<file path="config.mk">
export PLATFORM = sky130hd
export DESIGN_NAME = ansi_escape_stripper
export DESIGN_NICKNAME = d
export VERILOG_FILES = /design/src/rtl/ansi_pkg.sv /design/src/rtl/ansi_ram.sv /design/src/rtl/ansi_ctrl.sv /design/src/rtl/ansi_dp.sv /design/src/rtl/ansi_escape_stripper.sv
export SDC_FILE = /design/constraint.sdc
export NUM_CORES = 1
export LEC_CHECK = 0
export BUFFER_PORTS_ARGS = -buffer_cell sky130_fd_sc_hd__buf_4
export CAP_MARGIN = 40
export CELL_PAD_IN_SITES_DETAIL_PLACEMENT = 2
export CELL_PAD_IN_SITES_GLOBAL_PLACEMENT = 2
export CORE_ASPECT_RATIO = 1.4
export CORE_MARGIN = 2
export CORE_UTILIZATION = 45
export DETAILED_ROUTE_END_ITERATION = 6
export PLACE_DENSITY = 0.87
export SYNTH_ARGS = -nofsm -noshare
export SYNTH_HDL_FRONTEND = slang
export SYNTH_HIERARCHICAL = 1
export SYNTH_SLANG_ARGS = --single-unit
</file>
<file path="constraint.sdc">
create_clock -name clock -period 5 [get_ports clock]
set_input_delay 0.25 -clock clock [delete_from_list [all_inputs] [get_ports clock]]
set_output_delay 0.25 -clock clock [all_outputs]
set_load 0.02 [all_outputs]
</file>
<file path="src/rtl/ansi_pkg.sv">
// Shared constants and controller/datapath interface types for the ANSI escape stripper.
package ansi_pkg;

   localparam logic [7:0] NUL_CODE = 8'h00;
   localparam logic [7:0] BEL_CODE = 8'h07;
   localparam logic [7:0] ESC_CODE = 8'h1B;
   localparam logic [7:0] CSI_CODE = 8'h5B;
   localparam logic [7:0] ST_CODE  = 8'h5C;
   localparam logic [7:0] OSC_CODE = 8'h5D;
   localparam logic [7:0] FINAL_LO = 8'h40;
   localparam logic [7:0] FINAL_HI = 8'h7E;
   localparam logic [7:0] FE_HI    = 8'h5F;

   typedef struct packed {
      logic accept;
      logic rd_en;
      logic proc;
      logic flush_emit;
      logic tail_fail;
      logic finish;
   } cmd_type;

   typedef struct packed {
      logic out_free;
      logic sink_ready;
      logic q_empty;
      logic cnt_zero;
      logic acc_scan;
      logic acc_flush;
      logic tail_pending;
      logic pend_valid;
   } sts_type;

endpackage

</file>
<file path="src/rtl/ansi_ram.sv">
// Generic single-port-write, registered-read RAM.
module ansi_ram #(
   parameter int WIDTH = 8,
   parameter int DEPTH = 32,
   localparam int ADDR_W = $clog2(DEPTH)
) (
   input  logic              clock,
   input  logic              wr_en,
   input  logic [ADDR_W-1:0] wr_addr,
   input  logic [WIDTH-1:0]  wr_data,
   input  logic              rd_en,
   input  logic [ADDR_W-1:0] rd_addr,
   output logic [WIDTH-1:0]  rd_data
);

   logic [WIDTH-1:0] mem [DEPTH];
   logic [WIDTH-1:0] rd_data_ff;

   always_ff @(posedge clock) begin
      if (wr_en) begin
         mem[wr_addr] <= wr_data;
      end
      if (rd_en) begin
         rd_data_ff <= mem[rd_addr];
      end
   end

   assign rd_data = rd_data_ff;

endmodule

</file>
<file path="src/rtl/ansi_ctrl.sv">
// Sequencing state machine for the ANSI escape stripper.
module ansi_ctrl (
   input  logic             clock,
   input  logic             reset,
   input  logic             req_valid,
   input  ansi_pkg::sts_type sts,
   output ansi_pkg::cmd_type cmd,
   output logic             take_ok
);

   import ansi_pkg::*;

   typedef enum logic [2:0] {
      IDLE,
      SCAN_RD,
      SCAN_PROC,
      FLUSH_RD,
      FLUSH_EMIT,
      FINISH
   } state_type;

   state_type state_ff, state_in;

   always_comb begin
      state_in = state_ff;
      cmd      = '0;
      take_ok  = 1'b0;
      case (state_ff)
         IDLE: begin
            take_ok = sts.out_free;
            if (req_valid && sts.out_free) begin
               cmd.accept = 1'b1;
               if (sts.acc_flush) begin
                  state_in = FLUSH_RD;
               end else if (sts.acc_scan) begin
                  state_in = SCAN_RD;
               end
            end
         end
         SCAN_RD: begin
            if (!sts.q_empty) begin
               cmd.rd_en = 1'b1;
               state_in  = SCAN_PROC;
            end else if (sts.tail_pending) begin
               // drop the pending candidate at range end, rescan its tail
               if (sts.sink_ready) begin
                  cmd.tail_fail = 1'b1;
               end
            end else begin
               state_in = FINISH;
            end
         end
         SCAN_PROC: begin
            if (sts.sink_ready) begin
               cmd.proc = 1'b1;
               state_in = SCAN_RD;
            end
         end
         FLUSH_RD: begin
            if (!sts.cnt_zero) begin
               cmd.rd_en = 1'b1;
               state_in  = FLUSH_EMIT;
            end else begin
               state_in = FINISH;
            end
         end
         FLUSH_EMIT: begin
            if (sts.sink_ready) begin
               cmd.flush_emit = 1'b1;
               state_in       = FLUSH_RD;
            end
         end
         FINISH: begin
            if (!sts.pend_valid || sts.out_free) begin
               cmd.finish = 1'b1;
               state_in   = IDLE;
            end
         end
         default: begin
            state_in = IDLE;
         end
      endcase
   end

   always_ff @(posedge clock) begin
      if (reset) begin
         state_ff <= IDLE;
      end else begin
         state_ff <= state_in;
      end
   end

endmodule

</file>
<file path="src/rtl/ansi_dp.sv">
// Datapath: candidate tracking, byte classification, hold buffer and output stage.
module ansi_dp #(
   parameter int MAX_SEQ_LEN = 32
) (
   input  logic              clock,
   input  logic              reset,
   input  ansi_pkg::cmd_type  cmd,
   output ansi_pkg::sts_type  sts,
   input  logic              csr_wr_en,
   input  logic              csr_wr_data,
   input  logic [7:0]        req_in_byte,
   input  logic              req_range_last,
   output logic              rsp_valid,
   input  logic              rsp_stall,
   output logic [7:0]        rsp_out_byte,
   output logic              rsp_run_last
);

   import ansi_pkg::*;

   localparam int PTR_W = $clog2(MAX_SEQ_LEN);
   localparam int DEPTH = 1 << PTR_W;
   localparam int CNT_W = $clog2(MAX_SEQ_LEN + 1);
   localparam logic [CNT_W-1:0] CNT_ONE = CNT_W'(1);
   localparam logic [CNT_W-1:0] CNT_MAX = CNT_W'(MAX_SEQ_LEN);
   localparam logic [PTR_W-1:0] PTR_ONE = PTR_W'(1);

   typedef enum logic [2:0] {
      RES_EMIT,
      RES_START,
      RES_HOLD,
      RES_DONE,
      RES_FAIL
   } scan_res_type;

   function automatic scan_res_type scan_byte(input logic [7:0]       b,
                                              input logic [CNT_W-1:0] cnt,
                                              input logic [7:0]       kind,
                                              input logic [7:0]       prev);
      scan_res_type res;
      if (cnt == '0) begin
         res = (b == ESC_CODE) ? RES_START : RES_EMIT;
      end else if (cnt == CNT_ONE) begin
         if (b == CSI_CODE || b == OSC_CODE) begin
            res = RES_HOLD;
         end else if (b >= FINAL_LO && b <= FE_HI) begin
            res = RES_DONE;
         end else begin
            res = RES_FAIL;
         end
      end else if (b == NUL_CODE) begin
         res = RES_FAIL;
      end else if (kind == CSI_CODE && b >= FINAL_LO && b <= FINAL_HI) begin
         res = RES_DONE;
      end else if (kind == OSC_CODE &&
                   (b == BEL_CODE || (b == ST_CODE && prev == ESC_CODE))) begin
         res = RES_DONE;
      end else if (cnt + CNT_ONE == CNT_MAX) begin
         res = RES_FAIL;
      end else begin
         res = RES_HOLD;
      end
      return res;
   endfunction

   logic             pass_ff, pass_in;
   logic [CNT_W-1:0] count_ff, count_in;
   logic [PTR_W-1:0] base_ff, base_in;
   logic [PTR_W-1:0] rd_ff, rd_in;
   logic [PTR_W-1:0] end_ff, end_in;
   logic [7:0]       kind_ff, kind_in;
   logic [7:0]       prev_ff, prev_in;
   logic             last_ff, last_in;
   logic             pend_valid_ff, pend_valid_in;
   logic [7:0]       pend_byte_ff, pend_byte_in;
   logic             out_valid_ff, out_valid_in;
   logic [7:0]       out_byte_ff, out_byte_in;
   logic             out_last_ff, out_last_in;

   logic [7:0]       rd_data;
   scan_res_type     res_req, res_mem, res;
   logic [7:0]       scan_b;
   logic [PTR_W-1:0] scan_pos;
   logic             scan_go;
   logic             out_free;
   logic             emit_v, emit_direct;
   logic [7:0]       emit_b;

   ansi_ram #(
      .WIDTH(8),
      .DEPTH(DEPTH)
   ) u_ram (
      .clock  (clock),
      .wr_en  (cmd.accept),
      .wr_addr(end_ff),
      .wr_data(req_in_byte),
      .rd_en  (cmd.rd_en),
      .rd_addr(rd_ff),
      .rd_data(rd_data)
   );

   always_comb begin
      res_req  = scan_byte(req_in_byte, count_ff, kind_ff, prev_ff);
      res_mem  = scan_byte(rd_data, count_ff, kind_ff, prev_ff);
      res      = cmd.proc ? res_mem : res_req;
      scan_b   = cmd.proc ? rd_data : req_in_byte;
      scan_pos = cmd.proc ? rd_ff : end_ff;
      scan_go  = (cmd.accept && !pass_ff) || cmd.proc;
      out_free = !out_valid_ff || !rsp_stall;

      sts.out_free     = out_free;
      sts.sink_ready   = !pend_valid_ff || out_free;
      sts.q_empty      = (rd_ff == end_ff);
      sts.cnt_zero     = (count_ff == '0);
      sts.acc_flush    = pass_ff && (count_ff != '0);
      sts.acc_scan     = !pass_ff && (res_req == RES_FAIL ||
                         (req_range_last && (res_req == RES_START || res_req == RES_HOLD)));
      sts.tail_pending = last_ff && (count_ff != '0);
      sts.pend_valid   = pend_valid_ff;
   end

   // pick the byte leaving this cycle, if any
   always_comb begin
      emit_v      = 1'b0;
      emit_direct = 1'b0;
      emit_b      = scan_b;
      if (scan_go) begin
         case (res)
            RES_EMIT: begin
               emit_v      = 1'b1;
               emit_direct = cmd.accept;
            end
            RES_FAIL: begin
               emit_v = 1'b1;
               emit_b = ESC_CODE;
            end
            default: begin
            end
         endcase
      end
      if (cmd.accept && pass_ff && count_ff == '0) begin
         emit_v      = 1'b1;
         emit_direct = 1'b1;
         emit_b      = req_in_byte;
      end
      if (cmd.flush_emit) begin
         emit_v = 1'b1;
         emit_b = rd_data;
      end
      if (cmd.tail_fail) begin
         emit_v = 1'b1;
         emit_b = ESC_CODE;
      end
   end

   always_comb begin
      out_valid_in  = out_valid_ff && rsp_stall;
      out_byte_in   = out_byte_ff;
      out_last_in   = out_last_ff;
      pend_valid_in = pend_valid_ff;
      pend_byte_in  = pend_byte_ff;
      if (emit_direct) begin
         out_valid_in = 1'b1;
         out_byte_in  = emit_b;
         out_last_in  = 1'b1;
      end else if (emit_v) begin
         // advance the held result; it is not the last one
         if (pend_valid_ff) begin
            out_valid_in = 1'b1;
            out_byte_in  = pend_byte_ff;
            out_last_in  = 1'b0;
         end
         pend_valid_in = 1'b1;
         pend_byte_in  = emit_b;
      end
      if (cmd.finish && pend_valid_ff) begin
         out_valid_in  = 1'b1;
         out_byte_in   = pend_byte_ff;
         out_last_in   = 1'b1;
         pend_valid_in = 1'b0;
      end
   end

   always_comb begin
      pass_in  = csr_wr_en ? csr_wr_data : pass_ff;
      count_in = count_ff;
      base_in  = base_ff;
      rd_in    = rd_ff;
      end_in   = end_ff;
      kind_in  = kind_ff;
      prev_in  = prev_ff;
      last_in  = last_ff;
      if (cmd.accept) begin
         end_in  = end_ff + PTR_ONE;
         rd_in   = end_ff + PTR_ONE;
         last_in = req_range_last;
         if (pass_ff && count_ff != '0) begin
            count_in = count_ff + CNT_ONE;
            rd_in    = base_ff;
         end
      end
      if (cmd.proc) begin
         rd_in = rd_ff + PTR_ONE;
      end
      if (scan_go) begin
         case (res)
            RES_START: begin
               base_in  = scan_pos;
               count_in = CNT_ONE;
               prev_in  = scan_b;
            end
            RES_HOLD: begin
               count_in = count_ff + CNT_ONE;
               prev_in  = scan_b;
               if (count_ff == CNT_ONE) begin
                  kind_in = scan_b;
               end
            end
            RES_DONE: begin
               count_in = '0;
            end
            RES_FAIL: begin
               count_in = '0;
               rd_in    = base_ff + PTR_ONE;
            end
            default: begin
            end
         endcase
      end
      if (cmd.flush_emit) begin
         count_in = count_ff - CNT_ONE;
         rd_in    = rd_ff + PTR_ONE;
      end
      if (cmd.tail_fail) begin
         count_in = '0;
         rd_in    = base_ff + PTR_ONE;
      end
   end

   always_ff @(posedge clock) begin
      if (reset) begin
         pass_ff       <= 1'b0;
         count_ff      <= '0;
         rd_ff         <= '0;
         end_ff        <= '0;
         last_ff       <= 1'b0;
         pend_valid_ff <= 1'b0;
         out_valid_ff  <= 1'b0;
      end else begin
         pass_ff       <= pass_in;
         count_ff      <= count_in;
         rd_ff         <= rd_in;
         end_ff        <= end_in;
         last_ff       <= last_in;
         pend_valid_ff <= pend_valid_in;
         out_valid_ff  <= out_valid_in;
      end
      base_ff      <= base_in;
      kind_ff      <= kind_in;
      prev_ff      <= prev_in;
      pend_byte_ff <= pend_byte_in;
      out_byte_ff  <= out_byte_in;
      out_last_ff  <= out_last_in;
   end

   assign rsp_valid    = out_valid_ff;
   assign rsp_out_byte = out_byte_ff;
   assign rsp_run_last = out_last_ff;

endmodule

</file>
<file path="src/rtl/ansi_escape_stripper.sv">
// Top level of the ANSI escape stripper: controller, datapath and checks.
//
// Removes complete CSI, OSC and two-byte ESC sequences from a byte range, or copies
// every byte when pass-through is set. A request whose byte is emitted directly or
// taken into an escape candidate leaves the controller idle, and the next request
// can be taken in the following cycle provided the result register drains. When a
// candidate fails (bad byte, NUL, overlong, or cut off by the range end) its ESC is
// released and the held bytes are decoded again out of the hold RAM, each by a
// registered read and then a decode; once the hold is empty the final result of the
// request is released. A candidate cut off by the range end releases its ESC once
// the hold is empty. Turning pass-through on while bytes are held makes the next
// request flush each held byte and the new one (registered read, then emit) first.
// The hold RAM needs no clearing after reset.
module ansi_escape_stripper #(
   parameter int MAX_SEQ_LEN = 32
) (
   input  logic       clock,
   input  logic       reset,
   input  logic       req_valid,
   output logic       req_stall,
   input  logic [7:0] req_in_byte,
   input  logic       req_range_last,
   output logic       rsp_valid,
   input  logic       rsp_stall,
   output logic [7:0] rsp_out_byte,
   output logic       rsp_run_last,
   input  logic       csr_wr_en,
   input  logic       csr_wr_data
);

   import ansi_pkg::*;

   cmd_type cmd;
   sts_type sts;
   logic    take_ok;

   ansi_ctrl u_ctrl (
      .clock    (clock),
      .reset    (reset),
      .req_valid(req_valid),
      .sts      (sts),
      .cmd      (cmd),
      .take_ok  (take_ok)
   );

   ansi_dp #(
      .MAX_SEQ_LEN(MAX_SEQ_LEN)
   ) u_dp (
      .clock         (clock),
      .reset         (reset),
      .cmd           (cmd),
      .sts           (sts),
      .csr_wr_en     (csr_wr_en),
      .csr_wr_data   (csr_wr_data),
      .req_in_byte   (req_in_byte),
      .req_range_last(req_range_last),
      .rsp_valid     (rsp_valid),
      .rsp_stall     (rsp_stall),
      .rsp_out_byte  (rsp_out_byte),
      .rsp_run_last  (rsp_run_last)
   );

   assign req_stall = !take_ok;

   a_cmd_exclusive: assert property (@(posedge clock) disable iff (reset)
      $onehot0({cmd.accept, cmd.rd_en, cmd.proc, cmd.flush_emit, cmd.tail_fail, cmd.finish}))
      else $error("controller issued more than one command");

   a_emit_room: assert property (@(posedge clock) disable iff (reset)
      (cmd.proc || cmd.flush_emit || cmd.tail_fail) |-> sts.sink_ready)
      else $error("byte released with no room in the output stage");

   a_rescan_blocks: assert property (@(posedge clock) disable iff (reset)
      (cmd.accept && sts.acc_scan) |=> req_stall)
      else $error("request taken while a rescan is in progress");

   a_finish_last: assert property (@(posedge clock) disable iff (reset)
      (cmd.finish && sts.pend_valid) |=> (rsp_valid && rsp_run_last))
      else $error("final result of a request not marked last");

endmodule
</file>
==> results of run 1 <==
## area by class of cell
type                    instances  area share [%]
clock buffers                  43            6.12
inverters                      13           0.302
well taps                     395            3.05
multi-input cells             487            28.1
clock inverters                19            1.57
repair buffers                 39            1.98
flip-flops and latches        325            58.9
## through the flow
| stage | worst slack, ns | hold slack, ns | std cells | total power [mW] |
|---|---|---|---|---|
| 3_5_place_dp | 1.26 | 0.502 | 1256 | 5.41 |
| 5_1_grt | 0.903 | 0.0791 | 1321 | 8.45 |
| 3_3_place_gp | 1.40 | 0.495 | 1254 | 5.28 |
| 6_report | 1.23 | 0.0670 | 1321 | 8.18 |
| 4_1_cts | 1.26 | 0.0468 | 1321 | 8.23 |
| 2_1_floorplan | 1.95 | 0.319 | 870 | 4.78 |
## power breakdown
part / total (mW) / switching [mW] / internal [mW]
registers: 3.44 / 0.199 / 3.24
logic: 1.93 / 1.10 / 0.825
clock network: 2.80 / 1.08 / 1.72
## sequential cells by signal, indices dropped and copies added (netlist names)
register and count:
u_ctrl/state_ff 3, u_dp/base_ff 5, u_dp/count_ff 6, u_dp/end_ff 5, u_dp/kind_ff 8, u_dp/last_ff 1, u_dp/pass_ff 1, u_dp/pend_byte_ff 8
u_dp/pend_valid_ff 1, u_dp/prev_ff 8, u_dp/rd_ff 5, u_dp/rsp_out_byte 8, u_dp/rsp_run_last 1, u_dp/rsp_valid 1, u_dp/u_ram/mem 256, u_dp/u_ram/rd_data 8
## routing by layer
| metal | up-vias | track usage [%] | routed length, um |
|---|---|---|---|
| met5 | - | 0 | 0 |
| met4 | 0 | 11.8 | 1830 |
| met3 | 98 | 3.95 | 1730 |
| met2 | 306 | 45.6 | 22100 |
| met1 | 4371 | 29.5 | 15100 |
| li1 | 3552 | - | - |
## layout by cell type, fill, tap and decap left out, drive strengths merged, types with 5 or more instances in the layout
| cell type | netlist | layout |
|---|---|---|
| edfxtp | 301 | 301 |
| mux4 | 80 | 80 |
| nor2 | 72 | 72 |
| nand2 | 46 | 46 |
| clkbuf | 23 | 43 |
| buf | 22 | 36 |
| o21ai | 30 | 30 |
| nand3 | 25 | 25 |
| mux2 | 24 | 24 |
| dfxtp | 24 | 24 |
| a21oi | 20 | 20 |
| mux2i | 19 | 19 |
| inv | 13 | 15 |
| xor2 | 14 | 14 |
| xnor2 | 11 | 11 |
| nor3 | 11 | 11 |
| nand4 | 10 | 10 |
| nand3b | 9 | 9 |
| clkinv | 0 | 9 |
| ha | 8 | 8 |
| nor3b | 7 | 7 |
| or4 | 7 | 7 |
| bufinv | 0 | 6 |
| and3 | 6 | 6 |
| and2 | 6 | 6 |
| o22ai | 6 | 6 |
| o211ai | 5 | 5 |
| a32o | 5 | 5 |
## path summary, 6_finish.rpt
check,end,start,cells after the start,slack [ns]
worst max-delay path,u_dp/rsp_out_byte[3]$_DFFE_PP_,u_dp/rd_ff[0]$_SDFF_PP0_,8,1.23
worst min-delay path,u_dp/last_ff$_SDFFE_PP0P_,reset,2,0.07
worst max register to register,u_dp/rsp_out_byte[3]$_DFFE_PP_,u_dp/rd_ff[0]$_SDFF_PP0_,8,1.23
worst min register to register,u_dp/last_ff$_SDFFE_PP0P_,u_dp/last_ff$_SDFFE_PP0P_,2,0.53
## timing repair
action                                  CTS  global route
hold buffers                              3             0
endpoints found under the setup margin    0             0
endpoints found under the hold margin     2             0
## kinds of logic (layout without fill, tap and decap cells)
logic type                 count (synthesis)  in the layout  share of synthesized area [%]
xor gates and xnor gates                  25             25                           1.53
muxes                                    123            123                           15.8
buffers and inverters                     58            114                           1.90
and+or+nand+nor                          228            228                           8.37
adders and majority gates                  8              8                          0.699
DFF                                      325            325                           66.5
AOI/OAI and AO/OA                        103            103                           5.25
==> summary by stage, run 1 <==
Logic synthesis
The per-instance average area after synthesis is 16.5 um^2. The most used standard cell by instance count after synthesis is sky130_fd_sc_hd__edfxtp_1. Yosys mapped a number of flops with a built-in enable equal to 301. The instance count of the mapped netlist is 870. The synthesis warning total is 6. The number of nets in the synthesized netlist is 893. The largest total area in the synthesized netlist belongs to sky130_fd_sc_hd__edfxtp_1. After synthesis, the most frequently instantiated cells are sky130_fd_sc_hd__edfxtp_1, sky130_fd_sc_hd__mux4_2, sky130_fd_sc_hd__nor2_1.

The top cell type by area accounts for 63.1% of the synthesized area. For this run, the leading register cell type out of synthesis is sky130_fd_sc_hd__edfxtp_1. The flip-flop and latch count after synthesis is 325. For this run, asynchronously set or reset flops after synthesis account for 0%. The number of distinct library cells after synthesis is 74. Sequential cells were found to cover 66.5% of the synthesized design area. In this run the cell area of the synthesized design comes to 14300 um^2. By area the synthesized netlist is led by sky130_fd_sc_hd__edfxtp_1, sky130_fd_sc_hd__mux4_2, sky130_fd_sc_hd__dfxtp_1.

Outcome
The run finished with clean final reports.

Final layout
After filler insertion, the fill cell instance count of the layout stands at 2733. Cells with a size suffix above 1 make up 24.0% of the layout. The number of nets at the end of the flow is 923.

The multi-input logic area is 4550 um^2. Measured on the finished design, the core utilization comes to 51.4%. The final antenna diode count is 0. The final instance area is 16200 um^2. From synthesis to final layout, the design area changed by 13.0%. The area used by sequential logic in the layout is 9520 um^2.

Floorplanning
Once the floorplan was initialized, standard cells occupied 45.5% of the core. The area of the core is 31500 um^2. The area of the die is 33300 um^2. The width of the die is 155 um. The vertical extent of the die is 215 um. 26 I/O pins were placed. The number of standard-cell rows in the floorplan is 77.

Global routing
The largest net degree at the start of global routing is 56. For this run the aggregate overflow at the end of global routing stands at 0. Global routing used 25.3% of the available tracks across all layers. The number of antenna violations at the first check in global routing is 0. The number of global-route vias before repair came to 9125. The wire length of the first global-routing pass is 61200 um.

Timing
After layout, the worst path uses 75.4% of the clock period. The achievable clock frequency is 265 MHz. The accumulated negative setup slack is 0 ns.

The number of endpoints with negative hold slack in the final report was 0. The number of setup violations in the final report is 0. The slew of the pin with the lowest slew margin is 0.955 ns. The final max-slew violation count is 0. The worst pin sits at a relative slew slack of 36.1%. Between clock sinks in the finished design, the worst skew comes to 0.0302 ns. The routed design could run at a clock period as short as 3.77 ns. Setup repair after global routing left no endpoint under its margin.

Setup path
The largest single stage delay on the critical path is 0.73 ns. At the worst endpoint, the arrival time is 3.93 ns. The kind of cell with the highest combined delay along the critical path is simple AND/OR/NAND/NOR gates. The worst endpoint required time is 5.15 ns. The buffer and inverter count on the worst path is 0. The maximum fanout along the worst path is 30. STA classifies the critical path endpoint as a flop.

The path type of the worst setup path is reg2reg. The slowest stage of the critical path is the sky130_fd_sc_hd__dfxtp_4 cell. The signal on the critical path passes through xnor2_1, nand3_1, nor3_1, and4bb_2, and3_1, nor2_1, o211a_1, a21oi_1. The worst setup path is launched from a flop.

Route
After detailed routing, the total wire length is 40800 um. The detailed-route vias per instance is 6.30. The post-detailed-route wirelength per cell is 30.9 um. The DRC violation count after routing is 0. For this run, the detailed router's first-pass iteration total came to 5. The via count is 8327. In this run the remaining antenna-violating nets after routing total 0. The number of DRC markers after the initial detailed-route iteration is 690.

Place
Routability-driven placement finished with a final weighted congestion of 0.803. Port buffering added 25 buffers. In this run the cell area measured after placement is 14900 um^2.

Detailed placement ended at an HPWL of 26400 um.

Power and ir drop
Power spread over the standard cell area amounts to 505 nW/um^2. The analysis attributes to cell leakage a power of 5.15 nW. The worst-case IR drop observed on VDD is 396 uV.

Job
Across the run, the number of max-cap violations was 0.

Clock tree
The clock tree from TritonCTS is built. The clock slew seen by the registers of the worst setup and hold paths is 0.06 ns. The clock tree synthesis step divided the H-tree into 2 levels.

The tree is rooted in a sky130_fd_sc_hd__clkbuf_16. In this run the deepest clock path goes through 3 buffers. For this design, the sink count on the clock tree is 325. The number of cells upsized or downsized after cts is 0. The clock network latency to the later pin of the worst-skew pair is 0.54 ns.

Counting the buffers created by CTS gives 34. The number of setup buffers added after CTS is 0.

Min path
The min-delay analysis places its worst path in the category in2reg.
No activity file was read; power rests on OpenSTA's default activity.
==> inputs of run 2 (changes only) <==
- clock period: 5 -> 3.88 ns (I/O delays scaled with it)
==> summary by stage, run 2 (same netlist as run 1, synthesis figures left out) <==
Outcome
Outcome: finished, final reports clean (unchanged).

Final layout
The area overhead of the layout relative to synthesis is 12.5% (was 13.0%). The flip-flop count of the largest register after layout is 256 (unchanged). The top register by number of flip-flops is u_dp/u_ram/mem (unchanged). The final cell count without fillers is 1348 (was 1321). The commonest non-fill, non-tap cell in the layout is sky130_fd_sc_hd__edfxtp_1 (unchanged). The layout cell share with drive strength beyond 1 is 25.2% (was 24.0%). The multi-input logic area is 4550 um^2 (unchanged).

The number of nets at the end of the flow is 953 (was 923). The area used by sequential logic in the layout is 9520 um^2 (unchanged). The final antenna diode count is 0 (unchanged). Top library cells by usage in the layout, fill and taps aside: sky130_fd_sc_hd__edfxtp_1, sky130_fd_sc_hd__mux4_2, sky130_fd_sc_hd__nor2_1, sky130_fd_sc_hd__buf_4, sky130_fd_sc_hd__nand2_1 (was sky130_fd_sc_hd__edfxtp_1, sky130_fd_sc_hd__mux4_2, sky130_fd_sc_hd__nor2_1, sky130_fd_sc_hd__nand2_1, sky130_fd_sc_hd__clkbuf_16). The total of fill cells in the finished design is 2751 (was 2733).

Power and ir drop
The power density relative to cell area is 613 nW/um^2 (was 505 nW/um^2). The static leakage is 5.17 nW (was 5.15 nW). The total power draw came to 9.87 mW (was 8.18 mW). The highest ir drop seen on vdd is 437 uV (was 396 uV).

Timing
The number of setup violations in the final report is 0 (unchanged). The smallest hold slack came to 0.0251 ns (was 0.0670 ns). The post-route minimum period was 3.53 ns (was 3.77 ns). The share of the clock period used by the worst path is 91.0% (was 75.4%). The number of endpoints with negative hold slack in the final report is 0 (unchanged). Unrepaired setup endpoints after global routing: false (unchanged). The final setup skew was 0.0244 ns (was 0.0302 ns). The final max-slew violation count is 0 (unchanged). The achievable clock frequency was 283 MHz (was 265 MHz). The slew of the pin with the lowest slew margin came to 0.901 ns (was 0.955 ns). The worst max-slew margin expressed relative to the limit came to 39.7% (was 36.1%). The accumulated negative setup slack is 0 ns (unchanged).

Clock tree
The number of levels in the clock H-tree is 1 (was 2). The cell at the root of the clock tree is sky130_fd_sc_hd__clkbuf_16 (unchanged). The clock tree from TritonCTS is built (unchanged). The number of clock sinks came to 325 (unchanged). The number of cells upsized or downsized after cts is 0 (unchanged).

The clock network latency to the later pin of the worst-skew pair was 0.58 ns (was 0.54 ns). The clock slew seen by the registers of the worst setup and hold paths is 0.07 ns (was 0.06 ns). The maximum number of buffers from clock root to sink is 3 (unchanged). The TritonCTS buffer count is 31 (was 34).

Job
The max capacitance violation total is 0 (unchanged).

Global routing
The largest net degree at the start of global routing came to 70 (was 56). The total congestion overflow after global routing came to 0 (unchanged). The global-route usage over all layers was 25.7% (was 25.3%). The wire length of the first global-routing pass came to 62800 um (was 61200 um).

The number of global-route vias before repair came to 9302 (was 9125). The number of antenna violations at the first check in global routing is 0 (unchanged).

Route
The post-detailed-route wirelength per cell is 30.9 um (about the same). The number of DRC markers after the initial detailed-route iteration came to 712 (was 690). The post-route antenna net violation count was 0 (unchanged).

The number of detailed-route iterations in the first pass is 5 (unchanged). The via count is 8431 (was 8327). The DRC violation count after routing is 0 (unchanged). The detailed-route vias per instance is 6.25 (was 6.30). The post-detailed-routing wire length is 41600 um (was 40800 um).

Setup path
The critical path startpoint is u_dp/count_ff[2]$_SDFF_PP0_ (was u_dp/rd_ff[0]$_SDFF_PP0_). The launch instance of the worst register-to-register path was u_dp/count_ff[2]$_SDFF_PP0_ (was u_dp/rd_ff[0]$_SDFF_PP0_). The startpoint type of the worst setup path was a flop (unchanged). The path type of the worst setup path is reg2reg (unchanged). The worst reg2reg path endpoint is u_dp/rsp_out_byte[4]$_DFFE_PP_ (was u_dp/rsp_out_byte[3]$_DFFE_PP_). The depth of the worst register-to-register path was 8 (unchanged). The maximum fanout along the worst path is 11 (was 30). The arrival time at the worst endpoint was 3.84 ns (was 3.93 ns). The worst reg-to-reg setup slack is 0.35 ns (was 1.23 ns).

The worst endpoint required time is 4.19 ns (was 5.15 ns). The worst setup path endpoint is u_dp/rsp_out_byte[4]$_DFFE_PP_ (was u_dp/rsp_out_byte[3]$_DFFE_PP_). The nature of the critical path endpoint was a flop (unchanged).

Floorplanning
The width of the die is 155 um (unchanged). The area of the core is 31500 um^2 (unchanged). The number of standard-cell rows in the floorplan is 77 (unchanged). The area of the die is 33300 um^2 (unchanged). The vertical extent of the die is 215 um (unchanged). The effective utilization at floorplan was 45.5% (unchanged). The top-level I/O count came to 26 (unchanged).

Min path
The type of the tightest min-delay check is in2reg (unchanged).

Place
The instance count after placement with tap cells included is 1284 (was 1256). The routability-driven placement congestion ratio is 0.831 (was 0.803). The number of buffers added on ports came to 25 (unchanged). The HPWL after detailed placement is 27900 um (was 26400 um).
[run 2: cell count changes in the layout (fill, tap and decap cells not counted), sizes merged]
cell	previous run	this run
clkbuf	43	41
buf	36	66
clkinv	9	10
dlygate4sd3	3	6
inv	15	16
bufinv	6	0
[run 2: how the worst min path moves through the flow]
stage / startpoint / endpoint / slack, ns / depth (start not counted)
after floorplan: reset / u_ctrl/state_ff[0]$_SDFFE_PP0P_ / 0.26 / 1
after global placement: csr_wr_data / u_dp/pass_ff$_SDFFE_PP0P_ / 0.44 / 3
after detailed placement: csr_wr_data / u_dp/pass_ff$_SDFFE_PP0P_ / 0.45 / 3
after CTS: req_in_byte[6] / u_dp/u_ram/mem[21][6]$_DFFE_PP_ / 0.02 / 1
after global routing: req_in_byte[6] / u_dp/u_ram/mem[21][6]$_DFFE_PP_ / 0.02 / 1
final: req_in_byte[6] / u_dp/u_ram/mem[21][6]$_DFFE_PP_ / 0.03 / 1
[run 2: through the flow]
step / worst slack, ns / cell area (um^2) / utilization [%]
after floorplan: 0.834 / 14300 / -
after global placement: 0.562 / 15100 / 48.0
after detailed placement: 0.429 / 15100 / 48.0
after CTS: 0.428 / 16100 / 51.1
after global routing: 0.135 / 16100 / 51.1
final: 0.351 / 16100 / 51.1
[run 2: worst max-delay path, cell delays in order (launching register included)]
cell and delay (ns):
sky130_fd_sc_hd__dfxtp_1 0.43, sky130_fd_sc_hd__nor4_4 0.66, sky130_fd_sc_hd__nand2_1 0.41, sky130_fd_sc_hd__inv_2 0.28
sky130_fd_sc_hd__nand4_1 0.13, sky130_fd_sc_hd__o21ai_1 0.50, sky130_fd_sc_hd__buf_4 0.25, sky130_fd_sc_hd__and2_1 0.24
sky130_fd_sc_hd__mux2_2 0.37
[run 2: timing repair]
item / 4_1_cts / 5_1_grt
buffers inserted: 0 / 0
setup endpoints to repair: 0 / 0
hold buffers: 6 / 0
endpoints found under the hold margin: 9 / 0
[run 2: area by class of cell]
type                    instances  area share, %
inverters                      13          0.303
clock buffers                  41           5.17
multi-input cells             487           28.3
well taps                     395           3.07
repair buffers                 72           3.53
flip-flops and latches        325           59.1
clock inverters                15          0.536
[run 2: per-layer routing]
metal | up-vias | track usage, % | wire (um)
met1 | 4471 | 30.5 | 15600
li1 | 3611 | - | -
met5 | - | 0 | 0
met2 | 254 | 46.1 | 22300
met3 | 95 | 3.71 | 1760
met4 | 0 | 11.4 | 1890
[run 2: where the power goes]
| part | switching, mW | internal, mW | total [mW] |
|---|---|---|---|
| registers | 0.184 | 4.18 | 4.36 |
| logic | 1.55 | 1.13 | 2.69 |
| clock network | 1.31 | 1.51 | 2.82 |
| total | 3.05 | 6.82 | 9.87 |
==> inputs of run 3 (changes only) <==
==> constraint.sdc (replaced) <==
create_clock -name clock -period 3.88 [get_ports clock]
set_input_delay 0.776 -clock clock [delete_from_list [all_inputs] [get_ports clock]]
set_output_delay 0.776 -clock clock [all_outputs]
set_load 0.02 [all_outputs]
==> summary by stage, run 3 (same netlist as run 1, synthesis figures left out) <==
Place
The number of buffers added on ports is 25 (unchanged). The cell area reported after detailed placement is 15300 um^2 (was 15100 um^2). The HPWL after detailed placement is 28900 um (was 27900 um).

The instance count after placement with tap cells included was 1311 (was 1284). The routability-driven placement congestion ratio is 0.821 (was 0.831).

Timing
The accumulated negative setup slack is 0 ns (unchanged). Unrepaired setup endpoints after global routing: false (unchanged). The achievable clock frequency is 286 MHz (was 283 MHz). The post-route minimum period is 3.50 ns (was 3.53 ns). The worst max-slew margin expressed relative to the limit was 45.3% (was 39.7%). The slew of the pin with the lowest slew margin is 0.821 ns (was 0.901 ns). The share of the clock period used by the worst path was 90.1% (was 91.0%). The number of setup violations in the final report is 0 (unchanged). The final setup skew is 0.0163 ns (was 0.0244 ns). The number of endpoints with negative hold slack in the final report is 0 (unchanged).

The final max-slew violation count is 0 (unchanged).

Outcome
Outcome: finished, final reports clean (unchanged).

Final layout
The layout cell share with drive strength beyond 1 came to 28.2% (was 25.2%). Top library cells by usage in the layout, fill and taps aside: sky130_fd_sc_hd__edfxtp_1, sky130_fd_sc_hd__buf_4, sky130_fd_sc_hd__mux4_2, sky130_fd_sc_hd__nor2_1, sky130_fd_sc_hd__nand2_1 (was sky130_fd_sc_hd__edfxtp_1, sky130_fd_sc_hd__mux4_2, sky130_fd_sc_hd__nor2_1, sky130_fd_sc_hd__buf_4, sky130_fd_sc_hd__nand2_1). The final instance area is 16400 um^2 (was 16100 um^2).

The final antenna diode count is 0 (unchanged). The commonest non-fill, non-tap cell in the layout is sky130_fd_sc_hd__edfxtp_1 (unchanged). The flip-flop count of the largest register after layout is 256 (unchanged).

The top register by number of flip-flops was u_dp/u_ram/mem (unchanged). The final cell count without fillers is 1368 (was 1348). The number of nets at the end of the flow is 972 (was 953). The area overhead of the layout relative to synthesis is 14.7% (was 12.5%). The total of fill cells in the finished design is 2705 (was 2751).

Route
The post-detailed-route wirelength per cell is 34.1 um (was 30.9 um). The number of detailed-route iterations in the first pass was 5 (unchanged). The detailed-route vias per instance is 6.50 (was 6.25). The number of DRC markers after the initial detailed-route iteration is 986 (was 712). The post-route antenna net violation count is 0 (unchanged). The DRC violation count after routing is 0 (unchanged). The via count is 8891 (was 8431). The post-detailed-routing wire length came to 46600 um (was 41600 um).

Setup path
The startpoint type of the worst setup path was a flop (unchanged). The largest stage delay on the critical path is 0.69 ns (was 0.66 ns). The nature of the critical path endpoint is a flop (unchanged). The dominant cell type by count on the critical path is sky130_fd_sc_hd__nor2_1.

The arrival time at the worst endpoint came to 3.70 ns (was 3.84 ns). The maximum fanout along the worst path is 12 (was 11). The library cell contributing the largest single delay on the critical path is sky130_fd_sc_hd__nor4b_1 (was sky130_fd_sc_hd__nor4_4). The path type of the worst setup path is reg2reg (unchanged). The depth of the worst register-to-register path is 8 (unchanged). The worst reg-to-reg setup slack is 0.38 ns (was 0.35 ns). The worst endpoint required time is 4.08 ns (was 4.19 ns).

Critical-path cell list: nor4b_1, nand4b_1, a2111oi_2, nor3_2, nor2_1, o21ai_1, buf_4, nor2_1 (was nor4_4, nand2_1, inv_2, nand4_1, o21ai_1, buf_4, and2_1, mux2_2).

Global routing
The largest net degree at the start of global routing is 70 (unchanged). The global-route usage over all layers is 28.7% (was 25.7%). The number of antenna violations at the first check in global routing came to 0 (unchanged).

The wire length of the first global-routing pass was 69000 um (was 62800 um). The total congestion overflow after global routing came to 0 (unchanged). The number of global-route vias before repair came to 9733 (was 9302).

Floorplanning
The area of the core is 31500 um^2 (unchanged). The width of the die was 155 um (unchanged). The vertical extent of the die came to 215 um (unchanged). The number of standard-cell rows in the floorplan was 77 (unchanged). The area of the die came to 33300 um^2 (unchanged). The top-level I/O count is 26 (unchanged).

The effective utilization at floorplan is 45.5% (unchanged).

Clock tree
The TritonCTS buffer count is 31 (unchanged). The clock network latency to the later pin of the worst-skew pair is 0.58 ns (about the same). The number of levels in the clock H-tree is 1 (unchanged). The number of cells upsized or downsized after cts is 0 (unchanged). The cell at the root of the clock tree was sky130_fd_sc_hd__clkbuf_16 (unchanged). The maximum number of buffers from clock root to sink came to 3 (unchanged). The hold buffer count at cts was 0 (was 6).

The number of setup buffers added after CTS is 0 (unchanged). The clock slew seen by the registers of the worst setup and hold paths came to 0.07 ns (about the same). The number of clock sinks is 325 (unchanged).

The clock tree from TritonCTS was built (unchanged).

Power and ir drop
The static leakage is 5.35 nW (was 5.17 nW). The power density relative to cell area is 639 nW/um^2 (was 613 nW/um^2). The highest ir drop seen on vdd is 466 uV (was 437 uV).

Min path
The type of the tightest min-delay check is in2reg (unchanged). The cell count of the worst hold path is 3 (was 1).

Job
The max capacitance violation total is 0 (unchanged).
## run 3: cell types whose count changed in the layout (fill, tap and decap cells not counted), sizes merged
cell and change:
bufinv +6, clkinvlp +1, clkbuf -8, clkinv +2
dlygate4sd3 -6, buf +25
## run 3: through the flow
| stage | worst slack, ns | hold WS [ns] | utilization [%] | total power [mW] |
|---|---|---|---|---|
| after detailed placement | 0.183 | 0.486 | 48.7 | 7.13 |
| final | 0.383 | 0.442 | 52.2 | 10.5 |
| after CTS | 0.413 | 0.436 | 52.2 | 10.6 |
| after global placement | 0.370 | 0.470 | 48.7 | 6.96 |
| after global routing | 0.220 | 0.442 | 52.2 | 10.8 |
| after floorplan | 0.562 | 0.452 | - | 6.16 |
## run 3: routing by layer
| layer | vias to the layer above | part of all wire, % | track usage, % |
|---|---|---|---|
| met5 | - | 0 | 0 |
| met4 | 0 | 5.0 | 13.5 |
| met3 | 130 | 5.3 | 3.67 |
| met2 | 420 | 53 | 50.9 |
| met1 | 4690 | 37 | 34.9 |
| li1 | 3651 | - | - |
## run 3: cell type report
cell class	instances	area [um^2]	area share (%)
flip-flops and latches	325	9520	58.0
multi-input cells	487	4550	27.7
clock buffers	33	783	4.77
repair buffers	91	708	4.31
well taps	395	494	3.01
clock inverters	24	319	1.94
inverters	13	48.8	0.297
## run 3: worst paths after layout
kind | start | to
max | u_dp/prev_ff[5]$_DFFE_PP_ | u_dp/pend_byte_ff[3]$_DFFE_PP_
min | csr_wr_data | u_dp/pass_ff$_SDFFE_PP0P_
max reg2reg | u_dp/prev_ff[5]$_DFFE_PP_ | u_dp/pend_byte_ff[3]$_DFFE_PP_
min reg2reg | u_dp/last_ff$_SDFFE_PP0P_ | u_dp/last_ff$_SDFFE_PP0P_
## run 3: report_power, final
group	internal, mW	switching (mW)	leakage [nW]
clock	1.89	1.46	0.529
combinational	1.15	1.62	1.91
sequential	4.17	0.215	2.91
## run 3: critical path, delay by kind of cell, from the launching register on
kind | cells | cell delay, ns
AOI/OAI and AO/OA | 2 | 0.61
buffers and inverters | 1 | 0.19
DFF | 1 | 0.37
and+or+nand+nor | 5 | 1.95
